<file path="src/rtl/bba_pkg.sv">
// shared types and codes for the best bid/ask price book
package bba_pkg;

    localparam logic SIDE_BUY  = 1'b0;
    localparam logic SIDE_SELL = 1'b1;

    localparam logic OP_APPEND = 1'b0;
    localparam logic OP_REMOVE = 1'b1;

    localparam logic [2:0] ST_CLEAR = 3'd0;
    localparam logic [2:0] ST_IDLE  = 3'd1;
    localparam logic [2:0] ST_SWEEP = 3'd2;
    localparam logic [2:0] ST_LAST  = 3'd3;
    localparam logic [2:0] ST_OUT   = 3'd4;

    typedef struct packed {
        logic valid;
        logic side;
        logic op;
    } req_ctl_t;

endpackage

</file>
<file path="src/rtl/bba_back.sv">
// update engine: sweeps both side memories, applies the request, tracks best prices
module bba_back #(
    parameter int SIDE_DEPTH = 64,
    parameter int PRICE_BITS = 32,
    parameter int DATA_W     = 104
) (
    input  logic                    aclk,
    input  logic                    aresetn,
    input  bba_pkg::req_ctl_t       q_ctl,
    input  logic [PRICE_BITS-1:0]   q_price,
    output logic                    q_pop,
    output logic                    init_done,
    output logic                    m_tvalid,
    input  logic                    m_tready,
    output logic [DATA_W-1:0]       m_tdata,
    output logic [2:0]              m_tuser
);
    import bba_pkg::*;

    localparam int AW = $clog2(SIDE_DEPTH);
    localparam int P  = PRICE_BITS;
    localparam logic [AW-1:0] LAST_IDX = AW'(SIDE_DEPTH - 1);

    // entry layout: used bit on top of the price
    logic [P:0] bid_mem [SIDE_DEPTH];
    logic [P:0] ask_mem [SIDE_DEPTH];
    logic [P:0] bid_rd_reg, ask_rd_reg;

    logic [2:0]    state_reg, state_next;
    logic [AW-1:0] idx_reg, idx_next;
    logic          rd_valid_reg, rd_valid_next;
    logic [AW-1:0] rd_idx_reg;

    logic          item_side_reg, item_side_next;
    logic          item_op_reg, item_op_next;
    logic [P-1:0]  item_price_reg, item_price_next;
    logic          found_free_reg, found_free_next;
    logic [P-1:0]  best_bid_reg, best_bid_next;
    logic          bid_any_reg, bid_any_next;
    logic [P-1:0]  best_ask_reg, best_ask_next;
    logic          ask_any_reg, ask_any_next;

    logic              m_valid_reg, m_valid_next;
    logic [DATA_W-1:0] m_data_reg, m_data_next;
    logic [2:0]        m_user_reg, m_user_next;
    logic              load_out;

    logic          clr_we;
    logic          bid_we, ask_we;
    logic [P:0]    bid_wd, ask_wd;
    logic [AW-1:0] wr_addr;
    logic          bid_used_post, ask_used_post;
    logic [P-1:0]  bid_val, ask_val;
    logic [P:0]    mid_sum;

    assign init_done = (state_reg != ST_CLEAR);
    assign m_tvalid  = m_valid_reg;
    assign m_tdata   = m_data_reg;
    assign m_tuser   = m_user_reg;
    assign wr_addr   = clr_we ? idx_reg : rd_idx_reg;

    always_comb begin
        state_next      = state_reg;
        idx_next        = idx_reg;
        rd_valid_next   = 1'b0;
        q_pop           = 1'b0;
        clr_we          = 1'b0;
        load_out        = 1'b0;
        item_side_next  = item_side_reg;
        item_op_next    = item_op_reg;
        item_price_next = item_price_reg;
        found_free_next = found_free_reg;
        best_bid_next   = best_bid_reg;
        bid_any_next    = bid_any_reg;
        best_ask_next   = best_ask_reg;
        ask_any_next    = ask_any_reg;

        unique case (state_reg)
            ST_CLEAR: begin
                clr_we = 1'b1;
                if (idx_reg == LAST_IDX) begin
                    idx_next   = '0;
                    state_next = ST_IDLE;
                end else begin
                    idx_next = idx_reg + 1'b1;
                end
            end
            ST_IDLE: begin
                if (q_ctl.valid) begin
                    q_pop           = 1'b1;
                    item_side_next  = q_ctl.side;
                    item_op_next    = q_ctl.op;
                    item_price_next = q_price;
                    found_free_next = 1'b0;
                    best_bid_next   = '0;
                    bid_any_next    = 1'b0;
                    best_ask_next   = '0;
                    ask_any_next    = 1'b0;
                    idx_next        = '0;
                    state_next      = ST_SWEEP;
                end
            end
            ST_SWEEP: begin
                rd_valid_next = 1'b1;
                if (idx_reg == LAST_IDX) begin
                    idx_next   = '0;
                    state_next = ST_LAST;
                end else begin
                    idx_next = idx_reg + 1'b1;
                end
            end
            ST_LAST: begin
                state_next = ST_OUT;
            end
            ST_OUT: begin
                if (!m_valid_reg || m_tready) begin
                    load_out   = 1'b1;
                    state_next = ST_IDLE;
                end
            end
            default: begin
                state_next = ST_IDLE;
            end
        endcase

        // apply the request to the slot read last cycle
        bid_used_post = bid_rd_reg[P];
        bid_val       = bid_rd_reg[P-1:0];
        ask_used_post = ask_rd_reg[P];
        ask_val       = ask_rd_reg[P-1:0];
        bid_we        = clr_we;
        ask_we        = clr_we;
        bid_wd        = '0;
        ask_wd        = '0;
        if (rd_valid_reg) begin
            if (item_side_reg == SIDE_BUY) begin
                if (item_op_reg == OP_REMOVE) begin
                    if (bid_used_post && (bid_val == item_price_reg)) begin
                        bid_used_post = 1'b0;
                        bid_we        = 1'b1;
                        bid_wd        = {1'b0, bid_val};
                    end
                end else if (!bid_used_post && !found_free_reg) begin
                    bid_used_post   = 1'b1;
                    bid_val         = item_price_reg;
                    bid_we          = 1'b1;
                    bid_wd          = {1'b1, item_price_reg};
                    found_free_next = 1'b1;
                end
            end else begin
                if (item_op_reg == OP_REMOVE) begin
                    if (ask_used_post && (ask_val == item_price_reg)) begin
                        ask_used_post = 1'b0;
                        ask_we        = 1'b1;
                        ask_wd        = {1'b0, ask_val};
                    end
                end else if (!ask_used_post && !found_free_reg) begin
                    ask_used_post   = 1'b1;
                    ask_val         = item_price_reg;
                    ask_we          = 1'b1;
                    ask_wd          = {1'b1, item_price_reg};
                    found_free_next = 1'b1;
                end
            end
            if (bid_used_post && (!bid_any_reg || (bid_val > best_bid_reg))) begin
                best_bid_next = bid_val;
                bid_any_next  = 1'b1;
            end
            if (ask_used_post && (!ask_any_reg || (ask_val < best_ask_reg))) begin
                best_ask_next = ask_val;
                ask_any_next  = 1'b1;
            end
        end

        mid_sum = (bid_any_reg && ask_any_reg)
                ? ({1'b0, best_bid_reg} + {1'b0, best_ask_reg}) : '0;

        m_data_next = m_data_reg;
        m_user_next = m_user_reg;
        if (load_out) begin
            m_data_next          = '0;
            m_data_next[3*P:0]   = {mid_sum, best_ask_reg, best_bid_reg};
            m_user_next          = {(item_op_reg == OP_APPEND) && !found_free_reg,
                                    ask_any_reg, bid_any_reg};
        end

        m_valid_next = m_valid_reg;
        if (m_valid_reg && m_tready) begin
            m_valid_next = 1'b0;
        end
        if (load_out) begin
            m_valid_next = 1'b1;
        end
    end

    always_ff @(posedge aclk) begin
        if (!aresetn) begin
            state_reg    <= ST_CLEAR;
            idx_reg      <= '0;
            rd_valid_reg <= 1'b0;
            m_valid_reg  <= 1'b0;
        end else begin
            state_reg    <= state_next;
            idx_reg      <= idx_next;
            rd_valid_reg <= rd_valid_next;
            m_valid_reg  <= m_valid_next;
        end
    end

    always_ff @(posedge aclk) begin
        rd_idx_reg     <= idx_reg;
        item_side_reg  <= item_side_next;
        item_op_reg    <= item_op_next;
        item_price_reg <= item_price_next;
        found_free_reg <= found_free_next;
        best_bid_reg   <= best_bid_next;
        bid_any_reg    <= bid_any_next;
        best_ask_reg   <= best_ask_next;
        ask_any_reg    <= ask_any_next;
        m_data_reg     <= m_data_next;
        m_user_reg     <= m_user_next;
    end

    always_ff @(posedge aclk) begin
        bid_rd_reg <= bid_mem[idx_reg];
        ask_rd_reg <= ask_mem[idx_reg];
    end

    always_ff @(posedge aclk) begin
        if (bid_we) begin
            bid_mem[wr_addr] <= bid_wd;
        end
        if (ask_we) begin
            ask_mem[wr_addr] <= ask_wd;
        end
    end

endmodule

</file>
<file path="config.mk">
export PLATFORM = sky130hd
export DESIGN_NAME = bba_back
export DESIGN_NICKNAME = d
export VERILOG_FILES = /design/src/rtl/bba_pkg.sv /design/src/rtl/bba_back.sv
export SDC_FILE = /design/constraint.sdc
export NUM_CORES = 2
export LEC_CHECK = 0
export CORE_MARGIN = 2
export CORE_UTILIZATION = 24
export DETAILED_ROUTE_END_ITERATION = 16
export DONT_BUFFER_PORTS = 1
export SLEW_MARGIN = 20
export SYNTH_ARGS = -nofsm -noshare
export SYNTH_HDL_FRONTEND = slang
export SYNTH_MEMORY_MAX_BITS = 65536
export SYNTH_SLANG_ARGS = --single-unit
</file>
<file path="constraint.sdc">
create_clock -name aclk -period 6.4 [get_ports aclk]
set_input_delay 0.32 -clock aclk [delete_from_list [all_inputs] [get_ports aclk]]
set_output_delay 0.32 -clock aclk [all_outputs]
set_load 0.02 [all_outputs]
</file>
==> impl_metrics.json <==
{
  "cts_inserted_buffers": 419,
  "drt_iter0_drc": 9994,
  "finalHoldViolations": 0,
  "critical_path_class": "flip-flop to flip-flop",
  "hpwl_mm": 256,
  "htreeDepth": 5,
  "yosysMostFrequentCell": "edfxtp_1",
  "wl_per_cell_um": 24.0,
  "syn_avg_cell_area_um2": 23.7,
  "ys_types": 62,
  "finClkSkew_ps": 39.3,
  "clkSinkCount": 4508,
  "io_buffers": 0,
  "antenna_found_initial": 49,
  "clkTransAtPathRegs_ps": 70,
  "max_cap_violations": 0,
  "ys_async_sr_fraction_pct": 0,
  "clockBufferDepth": 4,
  "wl_met1_mm": 183,
  "insertion_delay_ps": 930,
  "yosysTopAreaCellShare_pct": 75.2,
  "worst_ep_required_time_ps": 7210,
  "dieArea_mm2": 0.732,
  "yosys-top-cells-area": "edfxtp_1 75%, mux4_2 18%, dfxtp_1 1.7%, ha_1 0.69%, clkbuf_1 0.59%",
  "cts_tree": "built",
  "wl_met2_mm": 204,
  "setup_viol": 0,
  "total_power_mw": 62.1,
  "hold_path_class": "input pin to flip-flop",
  "die-width_um": 856,
  "synth-seq-cells": 4508,
  "yosysSeqAreaShare_pct": 76.9,
  "drive_gt1_share_pct": 32.3,
  "grt_pass1_wl_mm": 605,
  "globalRouteOverflowTotal": 0,
  "path_max_fanout": 33,
  "ant_nets": 0,
  "route.vias.total": 79100,
  "top_layer_used": "met5",
  "arrival_ps": 5930,
  "synth_ff_type": "edfxtp_1",
  "cts_resized": 0,
  "num_io_pins": 148,
  "drc": 0,
  "core_area_mm2": 0.723,
  "root_buffer": "clkbuf_16",
  "postLayoutSetupSlackWorst_ps": 1280,
  "syn_area_mm2": 0.174,
  "power_density_mw_per_mm2": 306,
  "grt_util_all_layers_pct": 11.1,
  "synth_edf_count": 4358,
  "rows": 312,
  "syn_inst": 7346,
  "area_growth_pct": 16.4,
  "fin_cells": 17700,
  "setup-tns-final_ps": 0,
  "period_share_pct": 80.1,
  "grt_pass1_vias": 79300,
  "start_util_pct": 24.1,
  "dpl_worst_slack_ps": 1450,
  "worst_pin_slew_ps": 1110,
  "relSlewSlack_pct": 26.1,
  "rsz0062_at_grt": "no",
  "fin_nets": 7862,
  "dpl.cell_count": 16800,
  "outcome": "complete, no violations",
  "wirelength_mm": 424,
  "wl_met3_mm": 27.8,
  "gp_congestion": 0.845,
  "crit_path_end_kind": "flip-flop",
  "routed_via_density": 4.47,
  "die_h_um": 856,
  "post-route-min-period_ps": 5120,
  "maxSlewViolCount": 0,
  "critPathLaunchType": "flip-flop",
  "first_pass_iters": 5,
  "yosys.area.top_type": "edfxtp_1",
  "max_clock_freq_mhz": 195,
  "yosys_warnings": 0,
  "grt_start_max_net_pins": 138,
  "p_leak_nw": 61.4,
  "ir_drop_uv": 245,
  "synthTopCellsByCount": "4,358 x edfxtp_1, 1,386 x mux4_2, 276 x clkbuf_1"
}
==> worst max-delay path: stages, from the launching register on <==
cell and delay (ps):
edfxtp_1 500, nor4_2 270, buf_4 480, mux2_2 420, ha_1 310, nand4_1 150, nor4_1 640, o21ai_0 190
a31oi_1 180, o21ai_1 110, a211oi_4 910, buf_4 430, mux2_1 370
==> cell type report <==
cell class	count	area (um2)
inverters	75	288
fillers	70000	520000
repair buffers	329	3120
clock inverters	254	2700
well taps	9577	12000
diodes	19	47.5
flip-flops and latches	4508	134000
clock buffers	511	11100
multi-input cells	2394	39600
==> cell families (layout without fill, tap and decap cells) <==
kind of cell | Yosys count | after routing | synth area share, %
flip-flops | 4508 | 4508 | 76.9
AO/OA/AOI/OAI | 228 | 228 | 0.935
multiplexers | 1517 | 1517 | 18.8
buffers and inverters | 450 | 1169 | 1.06
other | 1 | 26 | 0.00215
adder cells (fa/ha/maj) | 97 | 97 | 0.701
AND/OR/NAND/NOR | 460 | 460 | 1.18
XOR/XNOR | 85 | 85 | 0.428
==> power breakdown <==
| part | switching [mW] | internal, mW |
|---|---|---|
| Clock | 10.9 | 14.5 |
| Combinational | 2.30 | 1.98 |
| Sequential | 0.326 | 32.2 |
==> through the flow <==
| stage | cell area (um2) | hold WS (ps) | utilization, % |
|---|---|---|---|
| 6_report | 203000 | 89.7 | 28.1 |
| 5_1_grt | 203000 | 35.5 | 28.1 |
| 4_1_cts | 203000 | 7.02 | 28.0 |
| 3_5_place_dp | 188000 | 419 | 26.1 |
| 3_3_place_gp | 188000 | 419 | 26.1 |
| 2_1_floorplan | 174000 | 329 | - |
==> path summary, 6_finish.rpt <==
kind / start / endpoint / slack [ps] / depth (start not counted)
worst max register to register: item_op_reg$_DFFE_PP_ / best_bid_reg[19]$_DFF_P_ / 1280 / 12
worst min-delay path: q_price[11] / item_price_reg[11]$_DFFE_PP_ / 90 / 1
worst min register to register: idx_reg[4]$_SDFFE_PN0P_ / rd_idx_reg[4]$_DFF_P_ / 500 / 0
worst max-delay path: item_op_reg$_DFFE_PP_ / best_bid_reg[19]$_DFF_P_ / 1280 / 12
==> per-layer routing <==
layer / vias to the layer above / GRT usage, %
met5: - / 0
met4: 12 / 2.44
met3: 518 / 1.56
met2: 2967 / 18.1
met1: 43300 / 15.7
li1: 32200 / -
==> cell usage in the layout, fill, tap and decap left out, types with 61 or more instances in the layout <==
master        n
a22o_2       61
buf_4       250
clkbuf_1     77
clkbuf_16   430
clkinv_1     67
clkinv_2     85
dfxtp_1     145
edfxtp_1   4358
ha_1         96
inv_1        73
mux2_2       65
mux4_2     1386
nand2_1      82
nor2_1      113
nor2_4      128
xor2_1       69
==> timing repair <==
item / CTS / global route
hold endpoints to repair: 46 / 0
setup buffers: 0 / 0
hold buffers: 37 / 0
Note: power is estimated with default switching activity, not from simulation.
