===== src/rtl/bba_pkg.sv =====
// shared types and codes for the best bid/ask price book
package bba_pkg;

    localparam logic SIDE_BUY  = 1'b0;
    localparam logic SIDE_SELL = 1'b1;

    localparam logic OP_APPEND = 1'b0;
    localparam logic OP_REMOVE = 1'b1;

    localparam logic [2:0] ST_CLEAR = 3'd0;
    localparam logic [2:0] ST_IDLE  = 3'd1;
    localparam logic [2:0] ST_SWEEP = 3'd2;
    localparam logic [2:0] ST_LAST  = 3'd3;
    localparam logic [2:0] ST_OUT   = 3'd4;

    typedef struct packed {
        logic valid;
        logic side;
        logic op;
    } req_ctl_t;

endpackage


===== src/rtl/bba_front.sv =====
// request intake: classifies each request and holds it in a two-entry queue
module bba_front #(
    parameter int PRICE_BITS = 32
) (
    input  logic                    aclk,
    input  logic                    aresetn,
    input  logic                    s_tvalid,
    output logic                    s_tready,
    input  logic [PRICE_BITS-1:0]   s_price,
    input  logic                    s_side,
    input  logic                    s_remove,
    input  logic                    init_done,
    output bba_pkg::req_ctl_t       q_ctl,
    output logic [PRICE_BITS-1:0]   q_price,
    input  logic                    q_pop
);
    import bba_pkg::*;

    logic [PRICE_BITS-1:0] price_reg [2];
    logic                  side_reg  [2];
    logic                  op_reg    [2];
    logic                  wr_ptr_reg, wr_ptr_next;
    logic                  rd_ptr_reg, rd_ptr_next;
    logic [1:0]            count_reg, count_next;
    logic                  push;
    logic                  pop;

    assign s_tready = init_done && (count_reg != 2'd2);
    assign push     = s_tvalid && s_tready;
    assign pop      = q_pop && (count_reg != 2'd0);

    assign q_ctl.valid = (count_reg != 2'd0);
    assign q_ctl.side  = side_reg[rd_ptr_reg];
    assign q_ctl.op    = op_reg[rd_ptr_reg];
    assign q_price     = price_reg[rd_ptr_reg];

    always_comb begin
        wr_ptr_next = push ? ~wr_ptr_reg : wr_ptr_reg;
        rd_ptr_next = pop ? ~rd_ptr_reg : rd_ptr_reg;
        count_next  = count_reg + {1'b0, push} - {1'b0, pop};
    end

    always_ff @(posedge aclk) begin
        if (!aresetn) begin
            wr_ptr_reg <= 1'b0;
            rd_ptr_reg <= 1'b0;
            count_reg  <= 2'd0;
        end else begin
            wr_ptr_reg <= wr_ptr_next;
            rd_ptr_reg <= rd_ptr_next;
            count_reg  <= count_next;
        end
    end

    always_ff @(posedge aclk) begin
        if (push) begin
            price_reg[wr_ptr_reg] <= s_price;
            side_reg[wr_ptr_reg]  <= s_side ? SIDE_SELL : SIDE_BUY;
            op_reg[wr_ptr_reg]    <= s_remove ? OP_REMOVE : OP_APPEND;
        end
    end

endmodule


===== config.mk =====
export PLATFORM = sky130hd
export DESIGN_NAME = bba_front
export DESIGN_NICKNAME = d
export VERILOG_FILES = /design/src/rtl/bba_pkg.sv /design/src/rtl/bba_front.sv
export SDC_FILE = /design/constraint.sdc
export NUM_CORES = 1
export LEC_CHECK = 0
export BUFFER_PORTS_ARGS = -buffer_cell sky130_fd_sc_hd__buf_2
export CORE_MARGIN = 3
export CORE_UTILIZATION = 45
export DETAILED_ROUTE_END_ITERATION = 7
export PLACE_DENSITY = 0.7
export REMOVE_ABC_BUFFERS = 1
export SYNTH_ARGS = -nofsm -noshare
export SYNTH_HDL_FRONTEND = slang
export SYNTH_SLANG_ARGS = --single-unit

===== constraint.sdc =====
create_clock -name aclk -period 3.22 [get_ports aclk]
set_input_delay 0.161 -clock aclk [delete_from_list [all_inputs] [get_ports aclk]]
set_output_delay 0.161 -clock aclk [all_outputs]
set_load 0.01 [all_outputs]

==> results of run 1 <==
## layer usage
metal | up-vias | part of all wire, %
met2 | 47 | 49
met5 | - | 0
met3 | 7 | 5.7
li1 | 674 | -
met1 | 679 | 43
met4 | 0 | 1.8
## power groups by stage
stage | logic (uW) | clock network [uW] | registers, uW
final | 547 | 720 | 1180
after global routing | 598 | 784 | 1190
after CTS | 560 | 741 | 1190
after detailed placement | 555 | 0 | 1210
after global placement | 549 | 0 | 1200
after floorplan | 355 | 0 | 1220
## cell usage in the layout (no fill, tap or decap), types with 2 or more instances in the layout
cell / instances
edfxtp_1: 68
xnor2_1: 3
dlygate4sd3_1: 3
nand2b_1: 2
buf_2: 74
buf_4: 2
clkbuf_8: 9
mux2_4: 30
mux2_2: 4
bufinv_16: 2
ha_1: 2
dfxtp_1: 4
clkinv_1: 3
nor2b_1: 2
and2_1: 3
## how the worst min path moves through the flow
stage | slack (ps) | depth (start not counted) | endpoint
CTS | 0.6 | 1 | price_reg[1][16]
global placement | 350 | 1 | price_reg[1][7]
global route | 3 | 1 | price_reg[1][7]
floorplan | 260 | 0 | op_reg[0]
detailed placement | 350 | 1 | price_reg[1][30]
finish | 20 | 1 | price_reg[1][8]
## logic make-up after synthesis
logic type | after synthesis | synth area share, %
buffers and inverters | 5 | 2.63
multiplexers | 35 | 17.7
adder cells (fa/ha/maj) | 2 | 0.878
AND/OR/NAND/NOR | 12 | 2.41
AO/OA/AOI/OAI | 1 | 0.263
flip-flops | 73 | 75.2
XOR/XNOR | 3 | 0.922
## metrics by stage
step / worst slack [ps] / util (%)
5_1_grt: 1110 / 58.0
2_1_floorplan: 754 / -
3_3_place_gp: 1360 / 54.2
4_1_cts: 1160 / 58.0
3_5_place_dp: 1320 / 54.2
6_report: 1210 / 58.0
## layout make-up
class / count / area, um^2 / area share [%]
inverter: 1 / 3.75 / 0.107
sequential: 73 / 2140 / 61.3
timing repair buffer: 79 / 415 / 11.9
tap: 75 / 93.8 / 2.68
clock buffer: 10 / 128 / 3.65
clock inverter: 5 / 71.3 / 2.04
multi-input combinational: 53 / 642 / 18.4
## worst register-to-register path, cell delays in order (launching register included)
cell      delay (ps)
dfxtp_1          360
nand2b_1         130
nand3_1          180
nor2_4           770
==> impl_metrics.tcl, run 1 <==
set metrics [dict create \
    fmax_mhz 498 \
    worst_ir_drop_vdd_v 0.000357 \
    final_cell_count_no_fill 296 \
    cp.required_ps 3060 \
    worst_r2r_startpoint "count_reg[0]" \
    grt_max_degree 35 \
    reg2reg_setup_slack_ps 1380 \
    p_switching_uw 591 \
    cts-resized-gates 0 \
    fin_worst_skew_ps 4.66 \
    rows 28 \
    yosysSeqAreaShare_pct 75.2 \
    drtIter0Drc 37 \
    clkPwrFrac_pct 29.4 \
    fillers 489 \
    syn-cell-area_mm2 0.00285 \
    io_pins 75 \
    die_height_um 85.6 \
    wl_um 4470 \
    drt.antenna.violating_nets 0 \
    grt-busiest-layer "met2" \
    cts_setup_buffers 0 \
    cts_max_path_buffers 2 \
    ys_ff_latch 73 \
    status "finished, final reports clean" \
    grt_pass1_vias 1454 \
    synth_edf_count 68 \
    hold_buffers 3 \
    drive_gt1_share_pct 56.6 \
    synth_cell_types 19 \
    routabilityCongestion 0.653 \
    synth_most_common_cell "edfxtp_1" \
    power_density_mw_per_mm2 700 \
    hold_viol_final 0 \
    crit_family "flip-flops" \
    power_switching_share_pct 24.1 \
    crit_chain "buf_4 > mux2_2 > buf_2" \
    viasPerCell 4.75 \
    core_area_mm2 0.00603 \
    maxCapViolCount 0 \
    ys_top_cells_by_count "68 x edfxtp_1, 30 x mux2_4, 5 x dfxtp_1" \
    critPathKind "reg -> out" \
    drv_slew 0 \
    vias 1407 \
    die_area_mm2 0.00732 \
    cts_buffers 9 \
    cp.arrival_ps 1850 \
    dpl-instance-area_mm2 0.00327 \
    h-tree-depth 3 \
    n_antenna_cell 0 \
    combPwrFrac_pct 22.3 \
    p_seq_share_pct 48.3 \
    wire_per_inst_um 15.1 \
    setup-violations-final 0 \
    tns_ps 0 \
    yosysTopAreaCellShare_pct 71.6 \
    synth_ff_type "edfxtp_1" \
    hpwl_um 3070 \
    crit_path_end "q_price[0]" \
    hold_class "in -> reg" \
    async_flop_share_pct 0 \
    worst_pin_slew_ps 955 \
    synth_top_cell_by_area "edfxtp_1" \
    drtPass1Iterations 4 \
    areaGrowthSynthToFinish_pct 22.7 \
    cp-start-kind "register" \
    cp-end-kind "output port" \
    p_total_uw 2450 \
    reg2reg_depth 3 \
    cp_slowest_stage_delay_ps 670 \
    initial_utilization_pct 47.3 \
    grt_pass1_wl_um 7000 \
    timing.rr.end "price_reg[0][21]" \
    chipWidth_um 85.6 \
    clk_latency_ps 330 \
    finalCriticalPeriod_ps 2010 \
    path_depth 3 \
    crit_buf_inv 2 \
    yosys_warnings 0 \
    clkSinkCount 73 \
    postSynthCellCount 131 \
    relSlewSlack_pct 36.2 \
    synth.area.top_cells "edfxtp_1 72%, mux2_4 16%, dfxtp_1 3.5%" \
    min-delay-start "s_price[8]" \
    largest_reg_flops 64 \
    met1_usage_pct 15.9 \
    path_max_fanout 16 \
    antenna_found_initial 0 \
    overflow 0 \
    hold_ws_ps 21.5 \
    path_clk_slew_ps 70 \
    grt_use_met2_pct 20.5 \
    cts_root_buffer "clkbuf_8" \
    cts_tree "done" \
    internal-power_uw 1860 \
    finalNetCount 258 \
    power.leakage_uw 0.00138 \
    finalCritPeriodShare_pct 62.4 \
    portBuffers 74 \
    fin_area_mm2 0.00350 \
    met3_usage_pct 3.27 \
    dp.cells 278 \
    rsz0062_at_grt "false" \
    remaining_drc_errors 0 \
    avgSynthCellArea_um2 21.8 \
    grtUsageTotal_pct 12.9 \
    cp_slowest_cell "dfxtp_2" \
]
(Power assumes the default switching activity.)
==> run 2, diff against run 1 <==
--- a/config.mk
+++ b/config.mk
@@ -9,7 +9,7 @@
 export CORE_MARGIN = 3
 export CORE_UTILIZATION = 45
 export DETAILED_ROUTE_END_ITERATION = 7
-export PLACE_DENSITY = 0.7
+export PLACE_DENSITY = 0.73
 export REMOVE_ABC_BUFFERS = 1
 export SYNTH_ARGS = -nofsm -noshare
 export SYNTH_HDL_FRONTEND = slang
==> constraint.sdc (replaced) <==
create_clock -name aclk -period 1.61 [get_ports aclk]
set_input_delay 0.0805 -clock aclk [delete_from_list [all_inputs] [get_ports aclk]]
set_output_delay 0.0805 -clock aclk [all_outputs]
set_load 0.01 [all_outputs]
==> run 2 against run 1 <==
Compared with the run above: clock power up 130%; hold slack better by 14 ps; flip-flop and latch count did not move; sequential power is 100% higher; clock skew rose by 4.3 ps; largest power group unchanged; largest cell class unchanged.
==> impl_metrics.tcl, run 2 (synthesized netlist as in run 1, its figures left out) <==
set metrics [dict create \
    finalNetCount 297 \
    drv_slew 0 \
    power.leakage_uw 0.00159 \
    grtUsageTotal_pct 14.9 \
    viasPerCell 4.69 \
    hold_class "in -> reg" \
    grt_pass1_wl_um 7980 \
    wire_per_inst_um 16.0 \
    drive_gt1_share_pct 55.6 \
    cts_buffers 9 \
    fmax_mhz 633 \
    io_pins 75 \
    fin_util_pct 66.9 \
    antenna_found_initial 0 \
    relSlewSlack_pct 87.4 \
    cts_tree "done" \
    rows 28 \
    mostFrequentLayoutCell "buf_2" \
    areaGrowthSynthToFinish_pct 41.5 \
    p_total_uw 5470 \
    drtPass1Iterations 4 \
    h-tree-depth 3 \
    routabilityCongestion 0.711 \
    grt_pass1_vias 1663 \
    setup-violations-final 0 \
    fillers 438 \
    die_area_mm2 0.00732 \
    chipWidth_um 85.6 \
    core_area_mm2 0.00603 \
    n_antenna_cell 0 \
    finalCritPeriodShare_pct 98.1 \
    largest_reg_flops 64 \
    cts_root_buffer "clkbuf_8" \
    power_density_mw_per_mm2 1360 \
    cp-end-kind "register" \
    final_cell_mix "74 x buf_2, 68 x edfxtp_1, 34 x dlygate4sd3_1" \
    clk_latency_ps 340 \
    overflow 0 \
    hold_ws_ps 36.0 \
    grt_max_degree 24 \
    path_clk_slew_ps 70 \
    initial_utilization_pct 47.3 \
    finalCriticalPeriod_ps 1580 \
    remaining_drc_errors 0 \
    worst_ir_drop_vdd_v 0.000782 \
    fin_ws_ps 31.2 \
    worst_pin_slew_ps 187 \
    critPathKind "reg -> reg" \
    drtIter0Drc 86 \
    vias 1575 \
    hold_viol_final 0 \
    drt.antenna.violating_nets 0 \
    cts_max_path_buffers 2 \
    clkSinkCount 73 \
    portBuffers 74 \
    cp.required_ps 1840 \
    die_height_um 85.6 \
    fin_worst_skew_ps 8.92 \
    pre_cts_ws_ps -25.1 \
    wl_um 5370 \
    status "finished, final reports clean" \
    hpwl_um 3330 \
    maxCapViolCount 0 \
    cp-start-kind "register" \
    path_max_fanout 4 \
    cp.arrival_ps 1810 \
]
run 2: changes by cell type in the layout (fill, tap and decap cells not counted), sizes merged:
cell | before | now
dlygate4sd3 | 3 | 34
buf | 76 | 84
bufinv | 2 | 3
clkinv | 3 | 2
clkinvlp | 0 | 1
run 2: worst paths after layout:
check / startpoint / endpoint / slack (ps) / cells past startpoint
setup / recovery: count_reg[0] / count_reg[1] / 30 / 8
hold / removal: aresetn / count_reg[1] / 40 / 2
setup reg to reg: count_reg[0] / count_reg[1] / 30 / 8
hold reg to reg: wr_ptr_reg / wr_ptr_reg / 530 / 2
run 2: routing by layer:
metal	share of wire, %	track usage (%)	up-vias
met5	0	0	-
li1	-	-	753
met2	54	27.1	61
met4	1.9	6.47	0
met3	6.0	4.80	11
met1	38	15.8	750
run 2: where the power goes:
part           leakage (uW)  total [uW]  switching, uW  internal, uW
combinational      0.000806        1450            601           850
sequential         0.000666        2360            103          2250
clock              0.000114        1660            642          1020
total               0.00159        5470           1350          4130
run 2: what timing repair did:
action / 4_1_cts / 5_1_grt
hold buffers: 34 / 0
setup buffers: 0 / 2
hold endpoints to repair: 68 / 0
pin swaps: 2 / 0
setup endpoints to repair: 2 / 1
resized for setup: 5 / 8
run 2: layout make-up:
type	count	area (um^2)	area share [%]
flip-flops and latches	73	2150	53.3
repair buffers	118	848	21.0
multi-input cells	53	702	17.4
clock buffers	10	128	3.16
clock inverters	6	106	2.64
well taps	75	93.8	2.33
inverters	1	3.75	0.0931
run 2: per-stage QoR:
step / instance area [um^2] / cells / setup TNS [ps]
after floorplan: 2780 / 127 / -48360
final: 4030 / 336 / 0
after CTS: 3970 / 334 / 0
after detailed placement: 3380 / 284 / -25.1
after global routing: 4030 / 336 / -26.2
after global placement: 3380 / 284 / 0
run 2: worst max-delay path, stage by stage (launching register included):
cell	delay (ps)
dfxtp_4	370
nand2b_4	140
nand3_4	90
ha_4	280
inv_2	40
ha_4	160
xnor2_2	130
xnor2_1	120
and2_1	150
==> run 3, diff against run 2 <==
--- a/config.mk
+++ b/config.mk
@@ -5,11 +5,12 @@
 export SDC_FILE = /design/constraint.sdc
 export NUM_CORES = 1
 export LEC_CHECK = 0
+export ABC_AREA = 1
 export BUFFER_PORTS_ARGS = -buffer_cell sky130_fd_sc_hd__buf_2
 export CORE_MARGIN = 3
 export CORE_UTILIZATION = 45
 export DETAILED_ROUTE_END_ITERATION = 7
-export PLACE_DENSITY = 0.73
+export PLACE_DENSITY = 0.72
 export REMOVE_ABC_BUFFERS = 1
 export SYNTH_ARGS = -nofsm -noshare
 export SYNTH_HDL_FRONTEND = slang
==> run 3 against run 2 <==
Compared with the run above: via count rose by 0.25%; count of clock-buffer cells in the layout fell by 1; combinational power fell by 14%; setup slack improved by 84 ps; sequential share of layout area rose by 0.91 points; clock power fell by 2%; global-route usage fell by 1.4 points; design area fell by 2.0%; register-to-register slack improved by 110 ps; critical path type is now reg -> out; sequential power fell by 2%.
==> impl_metrics.tcl, run 3 <==
set metrics [dict create \
    status "finished, final reports clean" \
    die_area_mm2 0.00736 \
    ys_ff_latch 73 \
    cts_setup_buffers 0 \
    finalCriticalPeriod_ps 1490 \
    yosysTopAreaCellShare_pct 71.3 \
    drive_gt1_share_pct 50.2 \
    synthMuxAreaShare_pct 17.3 \
    synth.area.top_cells "edfxtp_1 71%, mux2_4 16%, dfxtp_1 3.5%" \
    rsz0062_at_grt "false" \
    hpwl_um 2910 \
    worst_ir_drop_vdd_v 0.000747 \
    async_flop_share_pct 0 \
    synth_edf_count 68 \
    areaGrowthSynthToFinish_pct 38.0 \
    relSlewSlack_pct 86.9 \
    crit_family "buffers and inverters" \
    power_density_mw_per_mm2 1310 \
    vias 1579 \
    avgSynthCellArea_um2 19.9 \
    drt.antenna.violating_nets 0 \
    hold_viol_final 0 \
    antenna_found_initial 0 \
    wl_um 4570 \
    grtUsageTotal_pct 13.5 \
    multi_input_area_um2 639 \
    yosys_warnings 0 \
    overflow 0 \
    drtPass1Iterations 4 \
    largest_reg_flops 64 \
    cp-end-kind "output port" \
    synth_xor_area_share_pct 0 \
    crit_buf_inv 2 \
    cp_slowest_stage_delay_ps 360 \
    grt_max_degree 24 \
    synthSimpleGateAreaFrac_pct 2.71 \
    ys_top_cells_by_count "68 x edfxtp_1, 30 x mux2_4, 9 x inv_1, 9 x nand2_1, 6 x nor2_1" \
    hold_ws_ps 75.0 \
    cts_root_buffer "clkbuf_8" \
    synth_ff_type "edfxtp_1" \
    fin_util_pct 65.6 \
    path_max_fanout 11 \
    path_depth 3 \
    yosysSeqAreaShare_pct 74.8 \
    n_antenna_cell 0 \
    initial_utilization_pct 47.5 \
    cp-start-kind "register" \
    hold_depth 4 \
    synth_top_family_by_area "multiplexers" \
    synthAdderAreaFrac_pct 0.873 \
    postSynthCellCount 144 \
    die_height_um 85.8 \
    finalNetCount 308 \
    cp.arrival_ps 1410 \
    core_area_mm2 0.00603 \
    cts_max_path_buffers 2 \
    cp_slowest_cell "dfxtp_2" \
    critPathKind "reg -> out" \
    setup-violations-final 0 \
    cts_buffers 9 \
    synth_cell_types 15 \
    fin_worst_skew_ps 6.96 \
    crit_chain "buf_4 > mux2_2 > buf_2" \
    drv_slew 0 \
    h-tree-depth 3 \
    reg2reg_setup_slack_ps 140 \
    viasPerCell 4.56 \
    drtIter0Drc 52 \
    synth_top_cell_by_area "edfxtp_1" \
    power.leakage_uw 0.00160 \
    routabilityCongestion 0.690 \
    hold_class "in -> reg" \
    reg2reg_depth 11 \
    grt_pass1_wl_um 7400 \
    final_cell_mix "74 x buf_2, 68 x edfxtp_1, 35 x dlygate4sd3_1" \
    wire_per_inst_um 13.2 \
    fmax_mhz 669 \
    clkSinkCount 73 \
    io_pins 75 \
    rows 28 \
    cp.required_ps 1530 \
    finalCritPeriodShare_pct 92.9 \
    seq_area_mm2 0.00214 \
    portBuffers 74 \
    cts_tree "done" \
    path_clk_slew_ps 70 \
    synth_compound_area_share_pct 0.699 \
    synth_most_common_cell "edfxtp_1" \
    grt_pass1_vias 1658 \
    clk_latency_ps 330 \
    chipWidth_um 85.8 \
    worst_pin_slew_ps 195 \
    fillers 429 \
    remaining_drc_errors 0 \
    maxCapViolCount 0 \
    mostFrequentLayoutCell "buf_2" \
    syn-cell-area_mm2 0.00287 \
]
[run 3: cell count changes after synthesis, sizes merged, moves of 3 or more]
| cell | before | now |
|---|---|---|
| inv | 1 | 9 |
| nand2 | 1 | 9 |
| nor2 | 1 | 6 |
| and2 | 3 | 0 |
| xnor2 | 3 | 0 |
[run 3: logic make-up (layout without fill, tap and decap cells)]
| family | count (synthesis) | count (layout) |
|---|---|---|
| fa+ha+maj | 2 | 2 |
| buf+inv | 13 | 140 |
| flops | 73 | 73 |
| simple gates | 19 | 19 |
| compound gates | 3 | 3 |
| mux | 34 | 34 |
[run 3: through the flow]
step	setup TNS [ps]	total power, uW	worst slack (ps)	cells	instance area, um^2
after floorplan	-36920	3120	-827	140	2790
after global placement	0	3520	150	296	3360
after detailed placement	0	3540	78.5	296	3360
after CTS	0	5240	72.1	346	3940
after global routing	0	5440	9.35	346	3950
final	0	5180	115	346	3950
[run 3: path summary, 6_finish.rpt]
| check | start | to |
|---|---|---|
| hold reg to reg | rd_ptr_reg | rd_ptr_reg |
| setup / recovery | register | q_price[0] |
| hold / removal | q_pop | register |
| setup reg to reg | count_reg[0] | count_reg[1] |
[run 3: report_power, final]
part | leakage (uW) | total [uW] | internal (uW) | switching (uW)
combinational | 0.000818 | 1250 | 676 | 573
sequential | 0.000665 | 2310 | 2250 | 61.1
clock | 0.000117 | 1620 | 1020 | 601
total | 0.00160 | 5180 | 3940 | 1240
[run 3: what timing repair did]
item	CTS	global route
endpoints found under the setup margin	0	1
hold endpoints to repair	70	0
hold buffers	35	0
gates resized for setup	0	5
[run 3: worst min-delay path: stages]
cell,delay (ps)
buf_2,90
nand3_1,70
nand2_1,70
nor2_1,40
[run 3: area by class of cell]
cell class / count / area share (%)
inverters: 9 / 0.854
clock inverters: 6 / 2.72
well taps: 75 / 2.37
flip-flops and latches: 73 / 54.2
repair buffers: 116 / 20.5
multi-input cells: 58 / 16.2
clock buffers: 9 / 3.13
[run 3: per-layer routing]
layer  part of all wire (%)  vias to the layer above  GRT usage [%]
met1                     43                      738           16.2
li1                       -                      783              -
met5                      0                        -              0
met4                    1.4                        0           6.91
met3                    5.6                        6           3.55
met2                     50                       52           22.5
